--- src/design/assert_macros.svh ---
// Concurrent assertion helpers, sampled on clk and masked during rst.
`ifndef ASSERT_MACROS_SVH
`define ASSERT_MACROS_SVH

// Check that a condition holds at every clock edge out of reset.
`define CHECK_ALWAYS(lbl, cond) \
  lbl: assert property (@(posedge clk) disable iff (rst) (cond)) \
    else $error("assertion failed");

// Check that a consequent holds in the cycle after its antecedent.
`define CHECK_NEXT(lbl, ante, cons) \
  lbl: assert property (@(posedge clk) disable iff (rst) (ante) |=> (cons)) \
    else $error("assertion failed");

`endif

--- src/design/tgahp_pkg.sv ---
`default_nettype none
package tgahp_pkg;

  // Header layout
  localparam logic [4:0] HEADER_BYTES  = 5'd18;
  localparam logic [4:0] IDX_WIDTH_LO  = 5'd12;
  localparam logic [4:0] IDX_WIDTH_HI  = 5'd13;
  localparam logic [4:0] IDX_HEIGHT_LO = 5'd14;
  localparam logic [4:0] IDX_HEIGHT_HI = 5'd15;
  localparam logic [4:0] IDX_ORIENT    = 5'd17;

  // Orientation byte codes from the file
  localparam logic [7:0] CODE_BU_RL = 8'd24;
  localparam logic [7:0] CODE_TD_LR = 8'd40;
  localparam logic [7:0] CODE_BU_LR = 8'd8;
  localparam logic [7:0] CODE_TD_RL = 8'd56;

  // Internal scan modes
  localparam logic [2:0] ORIENT_NONE  = 3'd0;
  localparam logic [2:0] ORIENT_BU_RL = 3'd1;
  localparam logic [2:0] ORIENT_TD_LR = 3'd2;
  localparam logic [2:0] ORIENT_BU_LR = 3'd3;
  localparam logic [2:0] ORIENT_TD_RL = 3'd4;

  // Result kinds
  localparam logic [1:0] KIND_PIXEL  = 2'd0;
  localparam logic [1:0] KIND_HEADER = 2'd1;
  localparam logic [1:0] KIND_ERROR  = 2'd2;

  typedef struct packed {
    logic [1:0]  result_kind;
    logic [15:0] row;
    logic [15:0] col;
    logic [7:0]  blue;
    logic [7:0]  green;
    logic [7:0]  red;
    logic [7:0]  alpha;
    logic [15:0] image_width;
    logic [15:0] image_height;
  } result_t;

  function automatic logic [2:0] orient_decode(input logic [7:0] code);
    logic [2:0] m;
    case (code)
      CODE_BU_RL: m = ORIENT_BU_RL;
      CODE_TD_LR: m = ORIENT_TD_LR;
      CODE_BU_LR: m = ORIENT_BU_LR;
      CODE_TD_RL: m = ORIENT_TD_RL;
      default:    m = ORIENT_NONE;
    endcase
    return m;
  endfunction

  function automatic logic bottom_up(input logic [2:0] m);
    return (m == ORIENT_BU_RL) || (m == ORIENT_BU_LR);
  endfunction

  function automatic logic right_left(input logic [2:0] m);
    return (m == ORIENT_BU_RL) || (m == ORIENT_TD_RL);
  endfunction

endpackage
`default_nettype wire

--- src/design/tgahp_parser.sv ---
`default_nettype none
module tgahp_parser
  import tgahp_pkg::*;
(
  input  wire logic       clk,
  input  wire logic       rst,
  input  wire logic       accept,
  input  wire logic [7:0] data_byte,
  input  wire logic       first_byte,
  output logic            res_valid,
  output result_t         res
);

  logic [4:0]  header_index, header_index_next;
  logic [15:0] width_reg, width_reg_next;
  logic [15:0] height_reg, height_reg_next;
  logic [2:0]  orient_mode, orient_mode_next;
  logic [15:0] row_pos, row_pos_next;
  logic [15:0] col_pos, col_pos_next;
  logic [1:0]  byte_in_pixel, byte_in_pixel_next;
  logic [23:0] partial_pixel, partial_pixel_next;
  logic        pixels_done, pixels_done_next;

  logic [2:0]  mode;
  logic        up, rl;
  logic [15:0] width_m1, height_m1, col_end, row_end;

  assign width_m1  = width_reg - 16'd1;
  assign height_m1 = height_reg - 16'd1;
  assign mode      = orient_decode(data_byte);
  assign up        = bottom_up(orient_mode);
  assign rl        = right_left(orient_mode);
  assign col_end   = rl ? 16'd0 : width_m1;
  assign row_end   = up ? 16'd0 : height_m1;

  // Advance parser state for one accepted byte
  always_comb begin
    header_index_next  = header_index;
    width_reg_next     = width_reg;
    height_reg_next    = height_reg;
    orient_mode_next   = orient_mode;
    row_pos_next       = row_pos;
    col_pos_next       = col_pos;
    byte_in_pixel_next = byte_in_pixel;
    partial_pixel_next = partial_pixel;
    pixels_done_next   = pixels_done;
    res_valid          = 1'b0;
    res                = '0;

    if (accept && first_byte) begin
      header_index_next  = '0;
      orient_mode_next   = ORIENT_NONE;
      byte_in_pixel_next = '0;
      partial_pixel_next = '0;
      pixels_done_next   = 1'b0;
    end

    if (accept && !pixels_done_next) begin
      if (header_index_next < HEADER_BYTES) begin
        header_index_next = header_index_next + 5'd1;
        if (header_index_next == IDX_WIDTH_LO + 5'd1) begin
          width_reg_next[7:0] = data_byte;
        end else if (header_index_next == IDX_WIDTH_HI + 5'd1) begin
          width_reg_next[15:8] = data_byte;
        end else if (header_index_next == IDX_HEIGHT_LO + 5'd1) begin
          height_reg_next[7:0] = data_byte;
        end else if (header_index_next == IDX_HEIGHT_HI + 5'd1) begin
          height_reg_next[15:8] = data_byte;
        end else if (header_index_next == IDX_ORIENT + 5'd1) begin
          orient_mode_next = mode;
          res_valid        = 1'b1;
          if (mode == ORIENT_NONE) begin
            pixels_done_next = 1'b1;
            res.result_kind  = KIND_ERROR;
          end else begin
            row_pos_next       = bottom_up(mode) ? height_m1 : 16'd0;
            col_pos_next       = right_left(mode) ? width_m1 : 16'd0;
            byte_in_pixel_next = '0;
            partial_pixel_next = '0;
            if (width_reg == 16'd0 || height_reg == 16'd0) begin
              pixels_done_next = 1'b1;
            end
            res.result_kind = KIND_HEADER;
          end
        end
      end else if (byte_in_pixel_next != 2'd3) begin
        // Collect blue, green, red
        unique case (byte_in_pixel_next)
          2'd0:    partial_pixel_next[7:0]   = data_byte;
          2'd1:    partial_pixel_next[15:8]  = data_byte;
          default: partial_pixel_next[23:16] = data_byte;
        endcase
        byte_in_pixel_next = byte_in_pixel_next + 2'd1;
      end else begin
        // Emit pixel and step the scan position
        res_valid          = 1'b1;
        res.result_kind    = KIND_PIXEL;
        res.row            = row_pos;
        res.col            = col_pos;
        res.blue           = partial_pixel[7:0];
        res.green          = partial_pixel[15:8];
        res.red            = partial_pixel[23:16];
        res.alpha          = data_byte;
        byte_in_pixel_next = '0;
        partial_pixel_next = '0;
        if (col_pos == col_end) begin
          if (row_pos == row_end) begin
            pixels_done_next = 1'b1;
          end else begin
            row_pos_next = up ? row_pos - 16'd1 : row_pos + 16'd1;
            col_pos_next = rl ? width_m1 : 16'd0;
          end
        end else begin
          col_pos_next = rl ? col_pos - 16'd1 : col_pos + 16'd1;
        end
      end
    end

    res.image_width  = width_reg_next;
    res.image_height = height_reg_next;
  end

  // Hold parser state
  always_ff @(posedge clk) begin
    if (rst) begin
      header_index  <= '0;
      width_reg     <= '0;
      height_reg    <= '0;
      orient_mode   <= ORIENT_NONE;
      row_pos       <= '0;
      col_pos       <= '0;
      byte_in_pixel <= '0;
      partial_pixel <= '0;
      pixels_done   <= 1'b1;
    end else begin
      header_index  <= header_index_next;
      width_reg     <= width_reg_next;
      height_reg    <= height_reg_next;
      orient_mode   <= orient_mode_next;
      row_pos       <= row_pos_next;
      col_pos       <= col_pos_next;
      byte_in_pixel <= byte_in_pixel_next;
      partial_pixel <= partial_pixel_next;
      pixels_done   <= pixels_done_next;
    end
  end

endmodule
`default_nettype wire

--- src/design/tgahp_out_buf.sv ---
`default_nettype none
module tgahp_out_buf
  import tgahp_pkg::*;
(
  input  wire logic     clk,
  input  wire logic     rst,
  input  wire logic     push,
  input  wire result_t  push_data,
  input  wire logic     pop,
  output logic          full,
  output logic          not_empty,
  output result_t       head
);

  result_t    slots [2];
  logic       wr_ptr, rd_ptr;
  logic [1:0] count;

  assign full      = (count == 2'd2);
  assign not_empty = (count != 2'd0);
  assign head      = slots[rd_ptr];

  // Store results
  always_ff @(posedge clk) begin
    if (push) begin
      slots[wr_ptr] <= push_data;
    end
  end

  // Advance pointers and occupancy
  always_ff @(posedge clk) begin
    if (rst) begin
      wr_ptr <= 1'b0;
      rd_ptr <= 1'b0;
      count  <= 2'd0;
    end else begin
      if (push) begin
        wr_ptr <= ~wr_ptr;
      end
      if (pop) begin
        rd_ptr <= ~rd_ptr;
      end
      case ({push, pop})
        2'b10:   count <= count + 2'd1;
        2'b01:   count <= count - 2'd1;
        default: count <= count;
      endcase
    end
  end

endmodule
`default_nettype wire

--- src/design/tga_header_and_pixel_placer_core.sv ---
// A result enters the result buffer at the clock edge that accepts the byte that completes it.
// Throughput: one byte per cycle while in_stall is low; the parser state updates in the same cycle.
// A two-entry result buffer parts the sides; stall rises only when both entries wait.
// Reset (rst, synchronous): parser idles until a byte flagged first_byte; buffer empties.
`default_nettype none
`include "assert_macros.svh"
module tga_header_and_pixel_placer_core
  import tgahp_pkg::*;
(
  input  wire logic        clk,
  input  wire logic        rst,
  input  wire logic        in_valid,
  output logic             in_stall,
  input  wire logic [7:0]  data_byte,
  input  wire logic        first_byte,
  output logic             out_valid,
  input  wire logic        out_stall,
  output logic [1:0]       result_kind,
  output logic [15:0]      row,
  output logic [15:0]      col,
  output logic [7:0]       blue,
  output logic [7:0]       green,
  output logic [7:0]       red,
  output logic [7:0]       alpha,
  output logic [15:0]      image_width,
  output logic [15:0]      image_height
);

  logic    in_accept, out_accept, res_valid, buf_full;
  result_t res, head;

  assign in_accept  = in_valid && !in_stall;
  assign out_accept = out_valid && !out_stall;
  assign in_stall   = buf_full;

  tgahp_parser u_parser (
    .clk        (clk),
    .rst        (rst),
    .accept     (in_accept),
    .data_byte  (data_byte),
    .first_byte (first_byte),
    .res_valid  (res_valid),
    .res        (res)
  );

  tgahp_out_buf u_out_buf (
    .clk       (clk),
    .rst       (rst),
    .push      (res_valid),
    .push_data (res),
    .pop       (out_accept),
    .full      (buf_full),
    .not_empty (out_valid),
    .head      (head)
  );

  // Drive result fields from the buffer head
  assign result_kind  = head.result_kind;
  assign row          = head.row;
  assign col          = head.col;
  assign blue         = head.blue;
  assign green        = head.green;
  assign red          = head.red;
  assign alpha        = head.alpha;
  assign image_width  = head.image_width;
  assign image_height = head.image_height;

  `CHECK_ALWAYS(a_stall_needs_waiting, !in_stall || out_valid)
  `CHECK_ALWAYS(a_kind_legal, !out_valid || result_kind != 2'd3)
  `CHECK_ALWAYS(a_header_no_position,
    !out_valid || result_kind == KIND_PIXEL || (row == 16'd0 && col == 16'd0))
  `CHECK_NEXT(a_full_stall_holds_full, in_stall && out_stall, in_stall)

endmodule
`default_nettype wire

--- config.mk ---
export PLATFORM = sky130hd
export DESIGN_NAME = tga_header_and_pixel_placer_core
export DESIGN_NICKNAME = d
export VERILOG_FILES = /design/src/design/tgahp_pkg.sv /design/src/design/tgahp_parser.sv /design/src/design/tgahp_out_buf.sv /design/src/design/tga_header_and_pixel_placer_core.sv
export VERILOG_INCLUDE_DIRS = /design/src /design/src/design
export SDC_FILE = /design/constraint.sdc
export NUM_CORES = 1
export LEC_CHECK = 0
export ABC_AREA = 1
export BUFFER_PORTS_ARGS = -buffer_cell sky130_fd_sc_hd__buf_4
export CAP_MARGIN = 10
export CORE_MARGIN = 2
export CORE_UTILIZATION = 42
export DETAILED_ROUTE_END_ITERATION = 16
export SLEW_MARGIN = 20
export SYNTH_ARGS = -nofsm -noshare
export SYNTH_HDL_FRONTEND = slang
export SYNTH_SLANG_ARGS = --single-unit
--- constraint.sdc ---
create_clock -name clk -period 7.1 [get_ports clk]
set_input_delay 0 -clock clk [delete_from_list [all_inputs] [get_ports clk]]
set_output_delay 0 -clock clk [all_outputs]
set_load 0.005 [all_outputs]
* Word-level counts from Yosys, hierarchy flattened *
Memories as Yosys holds them, arrays and structs flattened. A register that Yosys moved wholly into a read port is not among the register bits.
Cells that the tools add are included.

word-level totals
  input bits = 13
  register bits = 103
  memories = 1
  bits in writable memories = 196
  word-level logic and storage cells = 189
  output and inout port bits = 100

memory list
  name             depth  bits a word  read ports  clocked after memory_dff  wr ports  line                 text
  u_out_buf.slots  2      98           1           1                         1         tgahp_out_buf.sv:15  result_t slots [2];

cells by class
  $lt $le $gt $ge = 1
  bitwise operators = 2
  equal/unequal tests = 31
  mux-type cells = 110
  $add $sub $neg = 10
  reduce and logical (&&, ||, !) cells = 22

operators by type and width
  kind                     count
  $mux W16                 33
  $mux W24                 10
  $mux W64                 2
  $mux W8                  9
  $mux W66                 1
  $sub A16 B1 Y16 const B  4
  $mux W2                  17
  $add A16 B1 Y16 const B  2
  $eq A16 B16 Y1           2
  $logic_not A16 Y1        2
  $mux W1                  25
  $mux W3                  8
  $eq A8 B6 Y1 const B     2
  $eq A5 B4 Y1 const B     3
  $mux W5                  3
  $ne A2 B2 Y1 const B     7
  $pmux W3 S4              1
  $eq A5 B5 Y1 const B     2
  $reduce_and A10 Y1       1
  $reduce_and A9 Y1        1
  $eq A8 B4 Y1 const B     1
  $eq A8 B5 Y1 const B     1
  $eq A3 B1 Y1 const B     2
  $eq A3 B2 Y1 const B     2
  18 further kinds         35

* Logic depth before layout (Yosys ltp) *
  word-level depth = 16
  gate-level depth with buffers = 23
  depth with buffers taken out = 20

* By module *
Synthesis repeated with hierarchy kept, for this count alone.

unflattened totals
  cell total of the unflattened synthesis = 1911
  area, all modules = 16319.4 um^2

by module, submodules not included
  module                            seq. area each (um^2)  area each (um^2)  cells an instance  instances
  tgahp_parser                      1981.9                 8929.8            1569               1
  tgahp_out_buf                     5985.7                 7369.6            338                1
  tga_header_and_pixel_placer_core  0.0                    20.0              4                  1

* Worst setup path before layout *
OpenSTA, ideal clock, no wires.

  path kind = register to register
  from = register u_out_buf.count[0]
  to = memory u_out_buf.slots[1][0] (netlist bit) (enable)
  buffers on the path = 2
  setup slack = -0.097 ns
  clock period less this slack = 7.197 ns
  stages on the path, launching flop included = 18
  library setup time = 0.558 ns
  arrival = 6.639 ns
  required time = 6.542 ns
  path through = dfxtp_1 nor2_4 nor2_4 nand2_4 clkbuf_1 buf_1 nand2_1 inv_1 ha_1 nand3_1 xor2_2 nor2_1 nand2_1 nor2_1 inv_1 nand2_1 inv_1 nor2_1

on the way
  longest elaborated chain between the ends = 16
  elaborated cells between the ends (all ways) = 27
  those cells by class = add/sub (1); order compare (1); eq/ne (7); mux (13); reduce/logical (5)

RTL lines
  what                               line                                    text
  start: declaration                 tgahp_out_buf.sv:17                     logic [1:0] count;
  start signal: assignment           tgahp_out_buf.sv:44                     2'b10: count <= count + 2'd1;
  start signal: assignment           tgahp_out_buf.sv:45                     2'b01: count <= count - 2'd1;
  start signal: assignment           tgahp_out_buf.sv:46                     default: count <= count;
  $eq A2 B2 Y1 (*)                   tgahp_out_buf.sv:19                     assign full = (count == 2'd2);
  named net in_stall                 tga_header_and_pixel_placer_core.sv:13  output logic in_stall,
  $logic_not A1 Y1 (*)               tga_header_and_pixel_placer_core.sv:32  assign in_accept = in_valid && !in_stall;
  $logic_and A1 B1 Y1 (*)            tga_header_and_pixel_placer_core.sv:32
  $logic_and A1 B1 Y1                tgahp_parser.sv:50                      if (accept && first_byte) begin
  $mux W5                            tgahp_parser.sv:50
  $add A5 B1 Y5                      tgahp_parser.sv:60                      header_index_next = header_index_next + 5'd1;
  $eq A5 B5 Y1                       tgahp_parser.sv:69                      end else if (header_index_next == IDX_ORIENT + 5'd1) begin
  $mux W1                            tgahp_parser.sv:69
  $mux W1                            tgahp_parser.sv:67                      end else if (header_index_next == IDX_HEIGHT_HI + 5'd1) begin
  $mux W1                            tgahp_parser.sv:65                      end else if (header_index_next == IDX_HEIGHT_LO + 5'd1) begin
  $mux W1                            tgahp_parser.sv:63                      end else if (header_index_next == IDX_WIDTH_HI + 5'd1) begin
  $mux W1                            tgahp_parser.sv:61                      if (header_index_next == IDX_WIDTH_LO + 5'd1) begin
  $mux W1                            tgahp_parser.sv:59                      if (header_index_next < HEADER_BYTES) begin
  $mux W1 (*)                        tgahp_parser.sv:58                      if (accept && !pixels_done_next) begin
  $mux W1 (*)                        tgahp_out_buf.sv:25                     if (push) begin
  $mux W1 (not written as such) (*)  tgahp_out_buf.sv:26                     slots[wr_ptr] <= push_data;
  end: declaration                   tgahp_out_buf.sv:15

Mark *: on every way through the listed nets, which the timed path passes. The rest lies on a longest branch.

* Worst setup path after layout *
  from = register u_out_buf.count[1]
  to = memory u_out_buf.slots[0][92] (netlist bit) (enable)

on the way
  longest elaborated chain between the ends = 16
  elaborated cells between the ends (all ways) = 27
  those cells by class = add/sub (1); order compare (1); eq/ne (7); mux (13); reduce/logical (5)

RTL lines
  what                               line
  $eq A2 B2 Y1 (*)                   tgahp_out_buf.sv:19
  $logic_not A1 Y1 (*)               tga_header_and_pixel_placer_core.sv:32
  $logic_and A1 B1 Y1 (*)            tga_header_and_pixel_placer_core.sv:32
  $logic_and A1 B1 Y1                tgahp_parser.sv:50
  $mux W5                            tgahp_parser.sv:50
  $add A5 B1 Y5                      tgahp_parser.sv:60
  $eq A5 B5 Y1                       tgahp_parser.sv:69
  $mux W1                            tgahp_parser.sv:69
  $mux W1                            tgahp_parser.sv:67
  $mux W1                            tgahp_parser.sv:65
  $mux W1                            tgahp_parser.sv:63
  $mux W1                            tgahp_parser.sv:61
  $mux W1                            tgahp_parser.sv:59
  $mux W1 (*)                        tgahp_parser.sv:58
  $mux W1 (*)                        tgahp_out_buf.sv:25
  $mux W1 (not written as such) (*)  tgahp_out_buf.sv:26

Every way passes the cells marked *; elsewhere a longest branch is shown, timed or not.

==> impl_metrics.json <==
{
  "dr.pass1.iters": 7,
  "cp.required_ns": 7.31,
  "die_w_um": 201,
  "period_minus_slack_ns": 4.29,
  "final-hold-violation-count": 0,
  "place_area_um2": 17500,
  "vias_per_cell": 5.11,
  "die_y_um": 201,
  "core_area_um2": 38600,
  "synth.top_cell.area_share_pct": 36.0,
  "synth_area_leaders": "edfxtp_1 36%, dfxtp_1 13%, nand2_1 11%",
  "startpoint_type": "register",
  "fin_area_um2": 18800,
  "path_cells": "inv_2 > nor2_4 > nor2_4 > nand2_4 > nand2_1 > clkinv_1 > ha_1 > clkinv_1 > nor2_1 > inv_2 > nand2_1 > inv_1 > nor2_4 > buf_4",
  "slowest_stage": "nor2_4",
  "rrSetupSlack_ns": 2.81,
  "synth_area_um2": 16300,
  "htreeDepth": 2,
  "cts_tree": "built",
  "wl_per_cell_um": 16.8,
  "port_buffers": 112,
  "period_share_pct": 60.4,
  "crit_path_end_kind": "register",
  "io_pins": 113,
  "insertion_delay_ns": 0.55,
  "grt_max_degree": 65,
  "ant_nets": 0,
  "reg2reg_to": "u_out_buf.slots[0][92]",
  "slew_headroom_pct": 40.9,
  "dp_hpwl_um": 29700,
  "grt-ovfl-total": 0,
  "root_buffer": "clkbuf_16",
  "synth_edf_count": 196,
  "cp_max_fo": 43,
  "gp_congestion": 0.918,
  "grt_pass1_wl_um": 68000,
  "synth.distinct_cells": 50,
  "tns_ns": 0,
  "final_layout_size_suffix_gt1_share_pct": 16.2,
  "rsz0062_at_grt": "false",
  "regMostFlops": "u_out_buf.slots",
  "status": "completed",
  "r2r_start": "u_out_buf.count[1]",
  "grt_antenna_before_repair": 0,
  "hp-start": "first_byte",
  "largest_register_ffs": 196,
  "setup_viol": 0,
  "numCtsBuffers": 34,
  "groute.usage.overall_pct": 21.2,
  "hold_path_class": "input port to register",
  "finalMaxSlewViolations": 0,
  "yosysWarnings": 0,
  "critPathKind": "register to register",
  "max_freq_mhz": 233,
  "first_global_vias": 12500,
  "layout.nets": 2078,
  "yosysTopAreaCell": "edfxtp_1",
  "area_delta_synth_final_pct": 15.2,
  "min_delay_path_depth": 4,
  "cts.clk_slew.worst_paths_ns": 0.06,
  "row_count": 72,
  "whs_endpoint": "u_parser.partial_pixel[2]",
  "tightest_slew_ns": 0.884,
  "yosysMostFrequentCell": "nand2_1",
  "ys_ff_latch": 300,
  "start_util_pct": 42.4,
  "cts_resized": 0,
  "irDropWorstVdd_v": 0.000137,
  "p_leak_nw": 8.84,
  "finClkSkew_ns": 0.0158,
  "dieArea_um2": 40500,
  "async_reset_ff_share_pct": 0,
  "cp_data_arrival_time_ns": 4.50,
  "power_mw": 3.78,
  "postCtsSetupBuffers": 0,
  "vias": 13100,
  "drc": 0,
  "seq_area_frac_synth_pct": 48.8,
  "max-clock-path-buffers": 3,
  "drt-initial-drc-count": 1013,
  "synth_flop_cell": "edfxtp_1",
  "routed_wl_um": 43200,
  "clock-sinks": 300,
  "drv_cap": 0,
  "diodes": 0,
  "power_density_nw_per_um2": 201,
  "top_regs": "u_out_buf.slots (196), u_parser.partial_pixel (24)",
  "worst_path_most_repeated_cell": "nor2_4",
  "synth_cells": 1929,
  "ys_top_cells_by_count": "471 x nand2_1, 252 x nor2_1, 206 x inv_1",
  "cp_slowest_stage_delay_ns": 0.69,
  "syn_nets": 1983,
  "rr_worst_depth": 14,
  "synth.avg_cell_area_um2": 8.47
}
-- worst max-delay path, delay by kind of cell, from the launching register on --
kind / cells / cell delay [ns]
simple gates: 7 / 1.84
flops: 1 / 0.32
fa+ha+maj: 1 / 0.21
buf+inv: 6 / 1.52
-- how the worst max path moves through the flow --
stage                            start                     end  slack, ns  depth (start not counted)
floorplan           u_out_buf.count[0]   u_out_buf.slots[1][0]       1.59                         17
global placement    u_out_buf.count[1]  u_out_buf.slots[0][91]       2.90                         14
detailed placement  u_out_buf.count[1]  u_out_buf.slots[0][92]       2.81                         14
CTS                 u_out_buf.count[1]  u_out_buf.slots[0][92]       2.79                         14
global route        u_out_buf.count[1]   u_out_buf.slots[0][1]       2.43                         14
finish              u_out_buf.count[1]  u_out_buf.slots[0][92]       2.81                         14
-- per-layer routing --
metal,global-route usage [%],share of wire [%]
met1,28.1,45
met2,35.5,47
met3,3.35,4.8
met4,7.06,2.8
met5,0,0
-- cell type report --
cell class,count,area (µm²)
clock buffer,44,920
fill,3735,19700
tap,518,648
multi-input combinational,1339,7190
sequential,300,7970
timing repair buffer,132,1030
clock inverter,18,235
inverter,217,815
-- placed cells by master, fill, tap and decap left out, drive strengths merged, types with 2 or more instances in the layout --
master	count
a21o	3
a21oi	91
a31oi	18
a32o	3
and2	8
buf	121
bufinv	5
clkbuf	44
clkinv	14
dfxtp	104
dlygate4sd3	11
edfxtp	196
fa	2
ha	39
inv	215
mux2	98
nand2	483
nand3	141
nand4	27
nor2	272
nor3	8
o21a	2
o21ai	101
o31ai	2
or2	4
xnor2	7
xor2	22
-- metrics by stage --
step	hold slack, ns	cells	setup WS (ns)	utilization [%]
after floorplan	0.164	1929	1.59	-
final	0.145	2568	2.81	48.8
after global placement	0.332	2495	2.90	45.5
after detailed placement	0.345	2495	2.81	45.5
after CTS	0.107	2568	2.79	48.8
after global routing	0.166	2568	2.43	48.8
-- what timing repair did --
| item | in CTS | in global routing |
|---|---|---|
| endpoints found under the hold margin | 90 | 0 |
| hold buffers | 11 | 0 |
| endpoints found under the setup margin | 0 | 0 |
-- cells by family (layout without fill, tap and decap cells) --
family          count (synthesis)  after routing  synth area share [%]
simple gates                  946            946                  24.8
flops                         300            300                  48.8
buf+inv                       290            411                  7.28
compound gates                225            225                  7.58
mux                            98             98                  6.76
fa+ha+maj                      41             41                  3.23
xor+xnor                       29             29                  1.60
-- where the power goes --
part	switching [mW]	leakage (nW)	internal [mW]
registers	0.00426	2.67	1.84
clock network	0.728	0.563	1.11
logic	0.0674	5.61	0.0278
total	0.800	8.84	2.98
Power figures use the tool's default switching activity.
